==> config.mk <==
export PLATFORM = sky130hd
export DESIGN_NAME = encoder_button_input_qualifier_top_flat
export DESIGN_NICKNAME = d
export VERILOG_FILES = /design/src/sv/ebiq_pkg.sv /design/src/sv/ebiq_if.sv /design/src/sv/encoder_button_input_qualifier_top.sv /design/src/flat_wrapper.sv
export SDC_FILE = /design/constraint.sdc
export NUM_CORES = 1
export LEC_CHECK = 0
export BUFFER_PORTS_ARGS = -buffer_cell sky130_fd_sc_hd__buf_2
export CORE_ASPECT_RATIO = 1.4
export CORE_MARGIN = 2
export CORE_UTILIZATION = 44
export CTS_BUF_LIST = sky130_fd_sc_hd__clkbuf_2
export DETAILED_ROUTE_END_ITERATION = 8
export GPL_TIMING_DRIVEN = 0
export PLACE_DENSITY = 0.63
export SYNTH_ARGS = -nofsm -noshare
export SYNTH_HDL_FRONTEND = slang
export SYNTH_SLANG_ARGS = --single-unit
==> constraint.sdc <==
create_clock -name clk -period 13.4 [get_ports clk]
set_input_delay 0.67 -clock clk [delete_from_list [all_inputs] [get_ports clk]]
set_output_delay 0.67 -clock clk [all_outputs]
set_load 0.02 [all_outputs]
==> src/sv/ebiq_pkg.sv <==
// Shared types, codes, reset values and the quadrature table for the input qualifier.
package ebiq_pkg;

  // default parameter values
  localparam int TICK_WIDTH_DEF = 16;
  localparam int TIME_WIDTH_DEF = 32;

  // opcodes
  localparam logic [1:0] OP_PIN  = 2'd0;
  localparam logic [1:0] OP_POLL = 2'd1;
  localparam logic [1:0] OP_ACT  = 2'd2;
  localparam logic [1:0] OP_WOKE = 2'd3;

  // configuration register indexes
  localparam int CFG_IDX_W = 3;
  localparam logic [CFG_IDX_W-1:0] CFG_SLEEP_TIMEOUT = 3'd0;
  localparam logic [CFG_IDX_W-1:0] CFG_DETENT        = 3'd1;
  localparam logic [CFG_IDX_W-1:0] CFG_SCROLL_DEAD   = 3'd2;
  localparam logic [CFG_IDX_W-1:0] CFG_DEBOUNCE      = 3'd3;
  localparam logic [CFG_IDX_W-1:0] CFG_LONG_PRESS    = 3'd4;
  localparam int CFG_DATA_W = 32;

  // configuration reset values
  localparam logic [31:0] SLEEP_TIMEOUT_RST = 32'd60000;
  localparam logic [3:0]  DETENT_RST        = 4'd4;
  localparam logic [15:0] SCROLL_DEAD_RST   = 16'd50;
  localparam logic [15:0] DEBOUNCE_RST      = 16'd50;
  localparam logic [15:0] LONG_PRESS_RST    = 16'd2000;

  localparam logic [1:0] PREV_AB_RST = 2'd3;

  typedef struct packed {
    logic [1:0]  opcode;
    logic        pin_a;
    logic        pin_b;
    logic        click_level;
    logic        side_level;
    logic [31:0] now_ms;
  } in_word_t;

  typedef struct packed {
    logic changed;
    logic scroll_down;
    logic scroll_up;
    logic enter;
    logic back;
    logic sleep_display;
    logic wake_display;
    logic power_off;
    logic woke_flag;
  } out_word_t;

  // quadrature step from {prev_a, prev_b, a, b}
  function automatic logic signed [1:0] quad_step(input logic [3:0] idx);
    logic signed [1:0] s;
    case (idx)
      4'd1, 4'd7, 4'd8, 4'd14: s = -2'sd1;
      4'd2, 4'd4, 4'd11, 4'd13: s = 2'sd1;
      default: s = 2'sd0;
    endcase
    return s;
  endfunction

endpackage

==> src/sv/ebiq_if.sv <==
// Valid/ready channel interfaces for the input and result words.
interface ebiq_in_if;
  import ebiq_pkg::*;
  logic     valid;
  logic     ready;
  in_word_t data;
  modport source (output valid, output data, input ready);
  modport sink (input valid, input data, output ready);
endinterface

interface ebiq_out_if;
  import ebiq_pkg::*;
  logic      valid;
  logic      ready;
  out_word_t data;
  modport source (output valid, output data, input ready);
  modport sink (input valid, input data, output ready);
endinterface

==> src/sv/encoder_button_input_qualifier_top.sv <==
// Quadrature encoder and two-key input qualifier with idle-sleep control, top level.
//
// Usage:
//  - in_ch carries one command word per handshake: pin change, poll, activity or
//    woke-flag query (opcode), with encoder/key levels and a millisecond timestamp.
//  - out_ch returns exactly one result word per command word, in order.
//  - cfg_we/cfg_index/cfg_wdata write the five timing/detent registers; write only
//    while no command is in flight.
// Timing:
//  - A word accepted on in_ch sits in the input register, is processed
//    in one combinational pass, and its result is held in the result register.
//  - Throughput is one word per cycle unless out_ch stalls; the next command
//    sees the state left by the previous one; state and result register update together.
// Reset (rst_n low, synchronous): both channels empty, config at defaults,
//  encoder state 3, counters and timestamps zero, keys released, not started.
// Stall: while out_ch.ready is low the result holds; one more word can sit in
//  the input register, then in_ch.ready drops until the result is taken.
module encoder_button_input_qualifier_top #(
  parameter int TICK_WIDTH = ebiq_pkg::TICK_WIDTH_DEF,
  parameter int TIME_WIDTH = ebiq_pkg::TIME_WIDTH_DEF
) (
  input  logic                           clk,
  input  logic                           rst_n,
  ebiq_in_if.sink                        in_ch,
  ebiq_out_if.source                     out_ch,
  input  logic                           cfg_we,
  input  logic [ebiq_pkg::CFG_IDX_W-1:0] cfg_index,
  input  logic [ebiq_pkg::CFG_DATA_W-1:0] cfg_wdata
);
  import ebiq_pkg::*;

  localparam int SW = TICK_WIDTH + 1;   // tick sum width
  localparam int AW = 5;                // detent remainder stays within +/-14
  localparam logic signed [TICK_WIDTH-1:0] TICK_MAX = {1'b0, {(TICK_WIDTH-1){1'b1}}};
  localparam logic signed [TICK_WIDTH-1:0] TICK_MIN = {1'b1, {(TICK_WIDTH-1){1'b0}}};

  // config registers
  logic [31:0] sleep_timeout_r;
  logic [3:0]  detent_r;
  logic [15:0] scroll_dead_r;
  logic [15:0] debounce_r;
  logic [15:0] long_press_r;

  // channel registers
  logic      s1_v_r;
  in_word_t  s1_word_r;
  logic      out_v_r;
  out_word_t out_word_r;
  logic      adv;

  // block state
  logic [1:0]                   prev_ab_r, prev_ab_nxt;
  logic signed [TICK_WIDTH-1:0] tick_r, tick_nxt;
  logic signed [AW-1:0]         accum_r, accum_nxt;
  logic [TIME_WIDTH-1:0]        last_scroll_r, last_scroll_nxt;
  logic [TIME_WIDTH-1:0]        last_act_r, last_act_nxt;
  logic [TIME_WIDTH-1:0]        last_click_r, last_click_nxt;
  logic [TIME_WIDTH-1:0]        last_side_r, last_side_nxt;
  logic [TIME_WIDTH-1:0]        side_start_r, side_start_nxt;
  logic sleeping_r, sleeping_nxt;
  logic woke_pending_r, woke_pending_nxt;
  logic started_r, started_nxt;
  logic prev_click_r, prev_click_nxt;
  logic prev_side_r, prev_side_nxt;
  logic side_valid_r, side_valid_nxt;
  logic power_fired_r, power_fired_nxt;
  out_word_t res;

  // handshake: stage 1 moves on when the result register is free or drains
  assign adv          = s1_v_r && (!out_v_r || out_ch.ready);
  assign in_ch.ready  = !s1_v_r || adv;
  assign out_ch.valid = out_v_r;
  assign out_ch.data  = out_word_r;

  // config writes
  always_ff @(posedge clk) begin
    if (!rst_n) begin
      sleep_timeout_r <= SLEEP_TIMEOUT_RST;
      detent_r        <= DETENT_RST;
      scroll_dead_r   <= SCROLL_DEAD_RST;
      debounce_r      <= DEBOUNCE_RST;
      long_press_r    <= LONG_PRESS_RST;
    end else if (cfg_we) begin
      case (cfg_index)
        CFG_SLEEP_TIMEOUT: sleep_timeout_r <= cfg_wdata;
        CFG_DETENT:        detent_r        <= cfg_wdata[3:0];
        CFG_SCROLL_DEAD:   scroll_dead_r   <= cfg_wdata[15:0];
        CFG_DEBOUNCE:      debounce_r      <= cfg_wdata[15:0];
        CFG_LONG_PRESS:    long_press_r    <= cfg_wdata[15:0];
        default: ;
      endcase
    end
  end

  // single processing pass over the registered command word
  always_comb begin
    logic [TIME_WIDTH-1:0]  now;
    logic [TIME_WIDTH-1:0]  el_act;
    logic [TIME_WIDTH-1:0]  el_scroll;
    logic [TIME_WIDTH-1:0]  el_click;
    logic [TIME_WIDTH-1:0]  el_side;
    logic [TIME_WIDTH-1:0]  el_hold;
    logic [3:0]             det;
    logic signed [SW-1:0]   det_s;
    logic signed [SW-1:0]   sum;
    logic signed [SW-1:0]   tsum;
    logic signed [1:0]      q;
    logic                   early;
    logic                   hit;

    prev_ab_nxt      = prev_ab_r;
    tick_nxt         = tick_r;
    accum_nxt        = accum_r;
    last_scroll_nxt  = last_scroll_r;
    last_act_nxt     = last_act_r;
    last_click_nxt   = last_click_r;
    last_side_nxt    = last_side_r;
    side_start_nxt   = side_start_r;
    sleeping_nxt     = sleeping_r;
    woke_pending_nxt = woke_pending_r;
    started_nxt      = started_r;
    prev_click_nxt   = prev_click_r;
    prev_side_nxt    = prev_side_r;
    side_valid_nxt   = side_valid_r;
    power_fired_nxt  = power_fired_r;
    res              = '0;

    now       = s1_word_r.now_ms[TIME_WIDTH-1:0];
    det       = (detent_r == 4'd0) ? 4'd1 : detent_r;
    det_s     = $signed(SW'(det));
    sum       = {{(SW-AW){accum_r[AW-1]}}, accum_r} + {tick_r[TICK_WIDTH-1], tick_r};
    hit       = (sum >= det_s) || (sum <= -det_s);
    q         = quad_step({prev_ab_r, s1_word_r.pin_a, s1_word_r.pin_b});
    tsum      = {tick_r[TICK_WIDTH-1], tick_r} + {{(SW-2){q[1]}}, q};
    early     = 1'b0;
    el_act    = '0;
    el_scroll = now - last_scroll_r;
    el_click  = now - last_click_r;
    el_side   = now - last_side_r;
    el_hold   = '0;

    case (s1_word_r.opcode)
      OP_PIN: begin
        if (started_r) begin
          // saturate at the signed tick range
          if (tsum[SW-1] != tsum[SW-2]) begin
            tick_nxt = tsum[SW-1] ? TICK_MIN : TICK_MAX;
          end else begin
            tick_nxt = tsum[TICK_WIDTH-1:0];
          end
          prev_ab_nxt = {s1_word_r.pin_a, s1_word_r.pin_b};
        end
      end
      OP_POLL: begin
        if (!started_r) begin
          last_act_nxt = now;
        end
        started_nxt = 1'b1;
        el_act = now - last_act_nxt;
        if (sleep_timeout_r != 32'd0 && !sleeping_r && 32'(el_act) >= sleep_timeout_r) begin
          sleeping_nxt      = 1'b1;
          res.sleep_display = 1'b1;
        end

        // detent folding with dead time
        tick_nxt = '0;
        if (hit) begin
          accum_nxt = '0;
          if (el_scroll >= TIME_WIDTH'(scroll_dead_r)) begin
            last_act_nxt    = now;
            last_scroll_nxt = now;
            if (sleeping_nxt) begin
              // wake-only event ends the poll
              sleeping_nxt     = 1'b0;
              woke_pending_nxt = 1'b1;
              res.wake_display = 1'b1;
              early            = 1'b1;
            end else begin
              res.changed = 1'b1;
              if (!sum[SW-1]) res.scroll_down = 1'b1;
              else res.scroll_up = 1'b1;
            end
          end
        end else begin
          accum_nxt = sum[AW-1:0];
        end

        if (!early) begin
          // click key falling edge
          if (!s1_word_r.click_level && prev_click_r && el_click > TIME_WIDTH'(debounce_r)) begin
            last_click_nxt = now;
            last_act_nxt   = now;
            if (!sleeping_nxt) begin
              res.changed = 1'b1;
              res.enter   = 1'b1;
            end else begin
              sleeping_nxt     = 1'b0;
              woke_pending_nxt = 1'b1;
              res.wake_display = 1'b1;
            end
          end
          prev_click_nxt = s1_word_r.click_level;

          // side key falling edge
          if (!s1_word_r.side_level && prev_side_r && el_side > TIME_WIDTH'(debounce_r)) begin
            last_side_nxt   = now;
            side_start_nxt  = now;
            side_valid_nxt  = 1'b1;
            power_fired_nxt = 1'b0;
            last_act_nxt    = now;
            if (!sleeping_nxt) begin
              res.changed = 1'b1;
              res.back    = 1'b1;
            end else begin
              sleeping_nxt     = 1'b0;
              woke_pending_nxt = 1'b1;
              res.wake_display = 1'b1;
            end
          end

          // long hold -> power off
          el_hold = now - side_start_nxt;
          if (!s1_word_r.side_level && !power_fired_nxt && side_valid_nxt &&
              el_hold >= TIME_WIDTH'(long_press_r)) begin
            power_fired_nxt = 1'b1;
            res.power_off   = 1'b1;
          end
          if (s1_word_r.side_level) begin
            side_valid_nxt  = 1'b0;
            power_fired_nxt = 1'b0;
          end
          prev_side_nxt = s1_word_r.side_level;
        end
      end
      OP_ACT: begin
        last_act_nxt = now;
        if (sleeping_r) begin
          sleeping_nxt     = 1'b0;
          res.wake_display = 1'b1;
        end
      end
      default: begin
        res.woke_flag    = woke_pending_r;
        woke_pending_nxt = 1'b0;
      end
    endcase
  end

  // control: valid flags and block state
  always_ff @(posedge clk) begin
    if (!rst_n) begin
      s1_v_r         <= 1'b0;
      out_v_r        <= 1'b0;
      prev_ab_r      <= PREV_AB_RST;
      tick_r         <= '0;
      accum_r        <= '0;
      last_scroll_r  <= '0;
      last_act_r     <= '0;
      last_click_r   <= '0;
      last_side_r    <= '0;
      side_start_r   <= '0;
      sleeping_r     <= 1'b0;
      woke_pending_r <= 1'b0;
      started_r      <= 1'b0;
      prev_click_r   <= 1'b1;
      prev_side_r    <= 1'b1;
      side_valid_r   <= 1'b0;
      power_fired_r  <= 1'b0;
    end else begin
      if (in_ch.ready) begin
        s1_v_r <= in_ch.valid;
      end
      if (adv) begin
        out_v_r <= 1'b1;
      end else if (out_ch.ready) begin
        out_v_r <= 1'b0;
      end
      if (adv) begin
        prev_ab_r      <= prev_ab_nxt;
        tick_r         <= tick_nxt;
        accum_r        <= accum_nxt;
        last_scroll_r  <= last_scroll_nxt;
        last_act_r     <= last_act_nxt;
        last_click_r   <= last_click_nxt;
        last_side_r    <= last_side_nxt;
        side_start_r   <= side_start_nxt;
        sleeping_r     <= sleeping_nxt;
        woke_pending_r <= woke_pending_nxt;
        started_r      <= started_nxt;
        prev_click_r   <= prev_click_nxt;
        prev_side_r    <= prev_side_nxt;
        side_valid_r   <= side_valid_nxt;
        power_fired_r  <= power_fired_nxt;
      end
    end
  end

  // payload registers
  always_ff @(posedge clk) begin
    if (in_ch.ready && in_ch.valid) begin
      s1_word_r <= in_ch.data;
    end
    if (adv) begin
      out_word_r <= res;
    end
  end

endmodule

==> src/flat_wrapper.sv <==
// flat-port wrapper written by rule: the top's interface ports become plain ports
module encoder_button_input_qualifier_top_flat import ebiq_pkg::*;
#(
  parameter int TICK_WIDTH = ebiq_pkg::TICK_WIDTH_DEF,
  parameter int TIME_WIDTH = ebiq_pkg::TIME_WIDTH_DEF
)
  (clk, rst_n, cfg_we, cfg_index, cfg_wdata, in_ch_valid, in_ch_data, in_ch_ready, out_ch_valid, out_ch_data, out_ch_ready);
  ebiq_in_if in_ch_i ();
  ebiq_out_if out_ch_i ();
  input  logic clk;
  input  logic rst_n;
  input  logic cfg_we;
  input  logic [ebiq_pkg::CFG_IDX_W-1:0] cfg_index;
  input  logic [ebiq_pkg::CFG_DATA_W-1:0] cfg_wdata;
  input wire logic [$bits(in_ch_i.valid)-1:0] in_ch_valid;
  input wire logic [$bits(in_ch_i.data)-1:0] in_ch_data;
  output wire logic [$bits(in_ch_i.ready)-1:0] in_ch_ready;
  output wire logic [$bits(out_ch_i.valid)-1:0] out_ch_valid;
  output wire logic [$bits(out_ch_i.data)-1:0] out_ch_data;
  input wire logic [$bits(out_ch_i.ready)-1:0] out_ch_ready;
  assign in_ch_i.valid = in_ch_valid;
  assign in_ch_i.data = in_ch_data;
  assign in_ch_ready = in_ch_i.ready;
  assign out_ch_valid = out_ch_i.valid;
  assign out_ch_data = out_ch_i.data;
  assign out_ch_i.ready = out_ch_ready;
  encoder_button_input_qualifier_top #(.TICK_WIDTH(TICK_WIDTH), .TIME_WIDTH(TIME_WIDTH)) u_core (.clk(clk), .rst_n(rst_n), .in_ch(in_ch_i), .out_ch(out_ch_i), .cfg_we(cfg_we), .cfg_index(cfg_index), .cfg_wdata(cfg_wdata));
endmodule
# Yosys cells after proc, flatten, opt, wreduce, memory -nomap -nowiden
# Memory sizes are Yosys's and may differ from the RTL's.
# Cells that the tools add are included.
dict set report op_classes {
  addsub 8
  order_cmp 7
  eq_ne 8
  n_mux 73
  bitwise_logic 7
  reduce_logical 47
}
# operator n
set ops {}
lappend ops {{$mux W32} 10}
lappend ops {{$sub A32 B32 Y32} 5}
lappend ops {{$ge A32 B16 Y1} 2}
lappend ops {{$gt A32 B16 Y1} 2}
lappend ops {{$pmux W32 S2} 1}
lappend ops {{$mux W1} 49}
lappend ops {{$mux W16} 3}
lappend ops {{$ge A32 B32 Y1} 1}
lappend ops {{$pmux W16 S2} 1}
lappend ops {{$reduce_bool A32 Y1} 1}
lappend ops {{$add A16 B2 Y17} 1}
lappend ops {{$add A5 B16 Y17} 1}
lappend ops {{$ge A17 B5 Y1} 1}
lappend ops {{$le A17 B17 Y1} 1}
lappend ops {{$neg A4 Y17} 1}
lappend ops {{$reduce_and A2 Y1} 8}
lappend ops {{$reduce_and A4 Y1} 3}
lappend ops {{$logic_and A1 B1 Y1} 11}
lappend ops {{$mux W3} 3}
lappend ops {{$reduce_and A3 Y1} 3}
lappend ops {{$reduce_or A3 Y1} 3}
lappend ops {{$not A1 Y1} 7}
lappend ops {{$eq A3 B2 Y1 const B} 2}
lappend ops {{$logic_not A1 Y1} 6}
lappend ops {{other kinds (17)} 24}
dict set report totals {
  ff_bits 323
  mem_bits_ro 32
  out_inout_bits 11
  wordCells 188
  n_memories 1
}
# name depth word_bits read_ports rd_clocked_by_memory_dff wr line_no
set mem_list {}
lappend mem_list {{(name not given)} 16 2 1 0 0 ebiq_pkg.sv:56} ;# case (idx)

# Longest topological paths before layout
dict set report depth {
  ltp_word 20
  mapped_depth 50
}

# Worst setup path after synthesis
# OpenSTA, ideal clock, no wires.
dict set report synth_timing {
  path_kind {register to register}
  from {reg u_core.s1_word_r[1] (netlist name)}
  to {reg u_core.out_word_r (netlist bit u_core.out_ch.data[1]), data pin}
  setup_ns 0.255
  arrival_time_ns 9.005
  slack_ns 4.140
  stages_incl_launch_ff 46
  n_path_buf 1
  period_less_slack_ns 9.260
  cell_sequence {edfxtp_1 -> inv_1 -> fa_1 -> nand2b_1 -> a21oi_1 -> o21ai_1 -> o21ai_0 -> xor2_1 -> ha_1 -> nand4_1 -> nand3b_1 -> nor2_1 -> nor3_1 -> nor3_1 -> o221ai_1 -> and4b_1 -> nand4_1 -> o21ai_1 -> (+10 left out) -> a21oi_1 -> nand3_1 -> and2_1 -> nand3_1 -> nand2_1 -> xnor2_1 -> ha_1 -> a2111oi_0 -> o2111ai_1 -> nor4_1 -> o221ai_1 -> a31oi_1 -> o2111ai_1 -> nor3_1 -> o2111a_1 -> o2111a_1 -> a41oi_1 -> and3_1}
}
dict set report synth_via {
  elab_chain_len 12
}
# element line_no
set synth_rtl {}
lappend synth_rtl {{from (decl)} encoder_button_input_qualifier_top.sv:46} ;# in_word_t s1_word_r;
lappend synth_rtl {{from (signal assigned)} encoder_button_input_qualifier_top.sv:301} ;# s1_word_r <= in_ch.data;
lappend synth_rtl {{branches (longest 12 deep; another with $sub A32 B32 Y32)} --}
lappend synth_rtl {{to (signal assigned)} encoder_button_input_qualifier_top.sv:304} ;# out_word_r <= res;
lappend synth_rtl {{to (decl)} encoder_button_input_qualifier_top.sv:48} ;# out_word_t out_word_r;
# Parallel ways; which one is timed is not known. The select of a mux whose other input is x is not followed.
# A chain may end at the register's enable or synchronous reset.

# Worst setup path after layout
dict set report layout_timing {
  from {reg u_core.s1_word_r[0] (netlist name)}
  to {reg u_core.out_word_r (netlist bit u_core.out_ch.data[1]), data pin}
}
# Same word-level chain as after synthesis.

==> impl_metrics.ini <==
[run_status]
outcome = completed

[sta]
fmax_mhz = 79.2
worstMarginPinSlew_ps = 1110
final-hold-violation-count = 0
setup_viol = 0
fin_ws_ps = 766
finClkSkew_ps = 97.7
setup_tns_ps = 0
fin_crit_sh_pct = 94.3
rsz0062_at_grt = no
finalCriticalPeriod_ps = 12630
maxSlewViolCount = 0
slew-limit-headroom_pct = 25.3

[routing]
firstDrtPassIters = 5
wl_per_cell_um = 19.1
drt_iter0_markers = 1123
drt-total-wl_um = 78400
antenna_left = 0
route.vias.total = 22900
drc = 0
viasPerCell = 5.58

[pwr]
power_frac_comb_pct = 26.9
p_sw_mw = 0.879
switching_share_pct = 35.8
p_per_area_nw_per_um2 = 87.7
leakagePower_nw = 11.5
p_int_mw = 1.58
power_frac_seq_pct = 42.7
p_clk_share_pct = 30.4
total_power_mw = 2.46
peakVddDrop_mv = 0.0427

[finish]
final_area_um2 = 28000
seq_area_um2 = 6940
mostFrequentLayoutCell = ha_1
syn2layout_area_growth_pct = 12.1
finalNetCount = 3689
layout-drive-gt1-share_pct = 7.95
fill_cells = 5494
post-route-util_pct = 49.7
multiInputGateArea_um2 = 16500
layout.cells.most_common_list = 310 x ha_1, 306 x nand2_1, 276 x inv_1, 276 x dfxtp_1, 243 x a21oi_1

[logic_synthesis]
synth-simple-area-share_pct = 17.9
synth-xor-area-share_pct = 4.49
synth_area_leaders = dfxtp_1 22%, ha_1 16%, mux2i_1 8.0%
synth_largest_area_cell = dfxtp_1
synth.avg_cell_area_um2 = 8.23
synth_cells = 3036
yosysSeqAreaShare_pct = 27.8
synth_compound_area_share_pct = 19.2
synth_cell_types = 89
synthFlopType = dfxtp_1
synth-edff-count = 47
netlist_area_um2 = 25000
ys_seq_elements = 323
ys_warn_count = 0
async_reset_ff_share_pct = 0
synth_top_area_share_pct = 22.1
muxShareOfSynthArea_pct = 8.28
yosys.area_share.adder_pct = 16.3
synth_top_family_by_area = compound AO/OA/AOI/OAI gates

[clock_tree]
cts_tree = done
numCtsBuffers = 85
path_clk_slew_ps = 100
htree_levels = 3
clkLatencyLatePin_ps = 1150
cts_sinks = 323
cts_root_buf = clkbuf_2
cts_max_path_buffers = 3

[global_route]
grt_pass1_wl_um = 121000
track_usage_pct = 26.6
antenna_found_initial = 4
grt_overflow_total = 0
grt_max_degree = 29
grt_pass1_vias = 23200

[die]
die_w_um = 205
initial_core_util_pct = 44.4
dieArea_um2 = 58700
die_h_um = 286
rows = 103
core_um2 = 56300
io_pins = 89

[worst_setup_path]
cp-start-kind = flip-flop
crit_arrival_ps = 13530
path_max_fanout = 10
end_kind = flip-flop
max_stage_delay_ps = 790
reg2reg_depth = 45
crit_path_frequent_cell = a21oi_1
critPathSlowestCell = clkbuf_1
criticalPathCategory = reg -> reg
critPathRequiredTime_ps = 14300

[placement]
placed_area_um2 = 26400
place_ws_ps = 525
numPortBuffers = 88
dp_hpwl_um = 60200
routabilityCongestion = 0.928

[min_path]
hp-class = in -> reg
hold_depth = 2

[flow_run]
max-cap-violations = 0
[logic make-up after synthesis]
group                    count (synthesis)
AND/OR/NAND/NOR                        930
AO/OA/AOI/OAI                          742
buffers and inverters                  385
flip-flops                             323
adder cells (fa/ha/maj)                322
multiplexers                           205
XOR/XNOR                               128
other                                    1
[worst max-delay path, delay by kind of cell, from the launching register on]
family                     cells  cell delay [ps]
AOI/OAI and AO/OA             24             5790
xor gates and xnor gates       1              350
adders and majority gates      5             1730
buffers and inverters          2             1180
DFF                            1              640
muxes                          1              340
and+or+nand+nor               12             2430
[area by class of cell]
type	count	share of cell area, %
well taps	735	3.28
multi-input cells	2330	59.1
plain buffers	108	1.71
flip-flops and latches	323	24.8
clock buffers	115	2.05
diodes	5	0.0447
inverters	277	3.71
clock inverters	36	0.840
repair buffers	169	4.50
[per-layer routing]
| metal | vias to the layer above | global-route usage [%] | routed length [um] |
|---|---|---|---|
| li1 | 11300 | - | - |
| met5 | - | 0 | 14 |
| met4 | 2 | 17.9 | 5530 |
| met3 | 231 | 3.82 | 3450 |
| met1 | 10800 | 27.6 | 29900 |
| met2 | 592 | 49.0 | 39600 |
[per-stage QoR]
| step | instances | hold slack [ps] |
|---|---|---|
| after global placement | 3861 | 432 |
| after floorplan | 3038 | 419 |
| after global routing | 4098 | 183 |
| final | 4098 | 238 |
| after detailed placement | 3862 | 440 |
| after CTS | 4093 | 147 |
[what timing repair did]
action | CTS | global route
resized for setup | 0 | 6
setup endpoints to repair | 0 | 2
buffers inserted | 0 | 0
hold buffers | 80 | 0
hold endpoints to repair | 126 | 0
[final timing paths]
path / end / slack [ps] / startpoint
hold reg to reg: u_core.last_act_r[30] / 460 / u_core.last_act_r[30]
setup reg to reg: u_core.out_ch.data[1] / 770 / u_core.s1_word_r[0]
setup / recovery: u_core.out_ch.data[1] / 770 / u_core.s1_word_r[0]
hold / removal: u_core.s1_word_r[9] / 240 / in_ch_data[9]
[state kept, by name, indices dropped and copies added (netlist names), 2 cells and up]
signal	cells
u_core.sleep_timeout_r	32
u_core.prev_ab_r	2
u_core.scroll_dead_r	16
u_core.last_click_r	32
u_core.s1_word_r	38
u_core.last_act_r	32
u_core.last_scroll_r	32
u_core.side_start_r	32
u_core.accum_r	5
u_core.tick_r	16
u_core.debounce_r	16
u_core.long_press_r	16
u_core.detent_r	4
u_core.last_side_r	32
u_core.out_ch.data	9
[cell usage after synthesis, types with 49 or more instances]
cell	number
ha_1	310
nand2_1	306
dfxtp_1	276
inv_1	276
a21oi_1	243
mux2i_1	200
nor2_1	188
o21ai_0	135
nor2b_1	131
xnor2_1	87
clkbuf_1	85
nand3_1	80
a21o_1	75
nand2b_1	49
[power groups by stage]
stage / combinational, mW / clock, mW / sequential, mW
3_5_place_dp: 0.633 / 0 / 1.07
6_report: 0.660 / 0.747 / 1.05
5_1_grt: 0.734 / 0.821 / 1.05
4_1_cts: 0.656 / 0.777 / 1.05
2_1_floorplan: 0.465 / 0 / 1.05
3_3_place_gp: 0.616 / 0 / 1.07
Power figures use the tool's default switching activity.
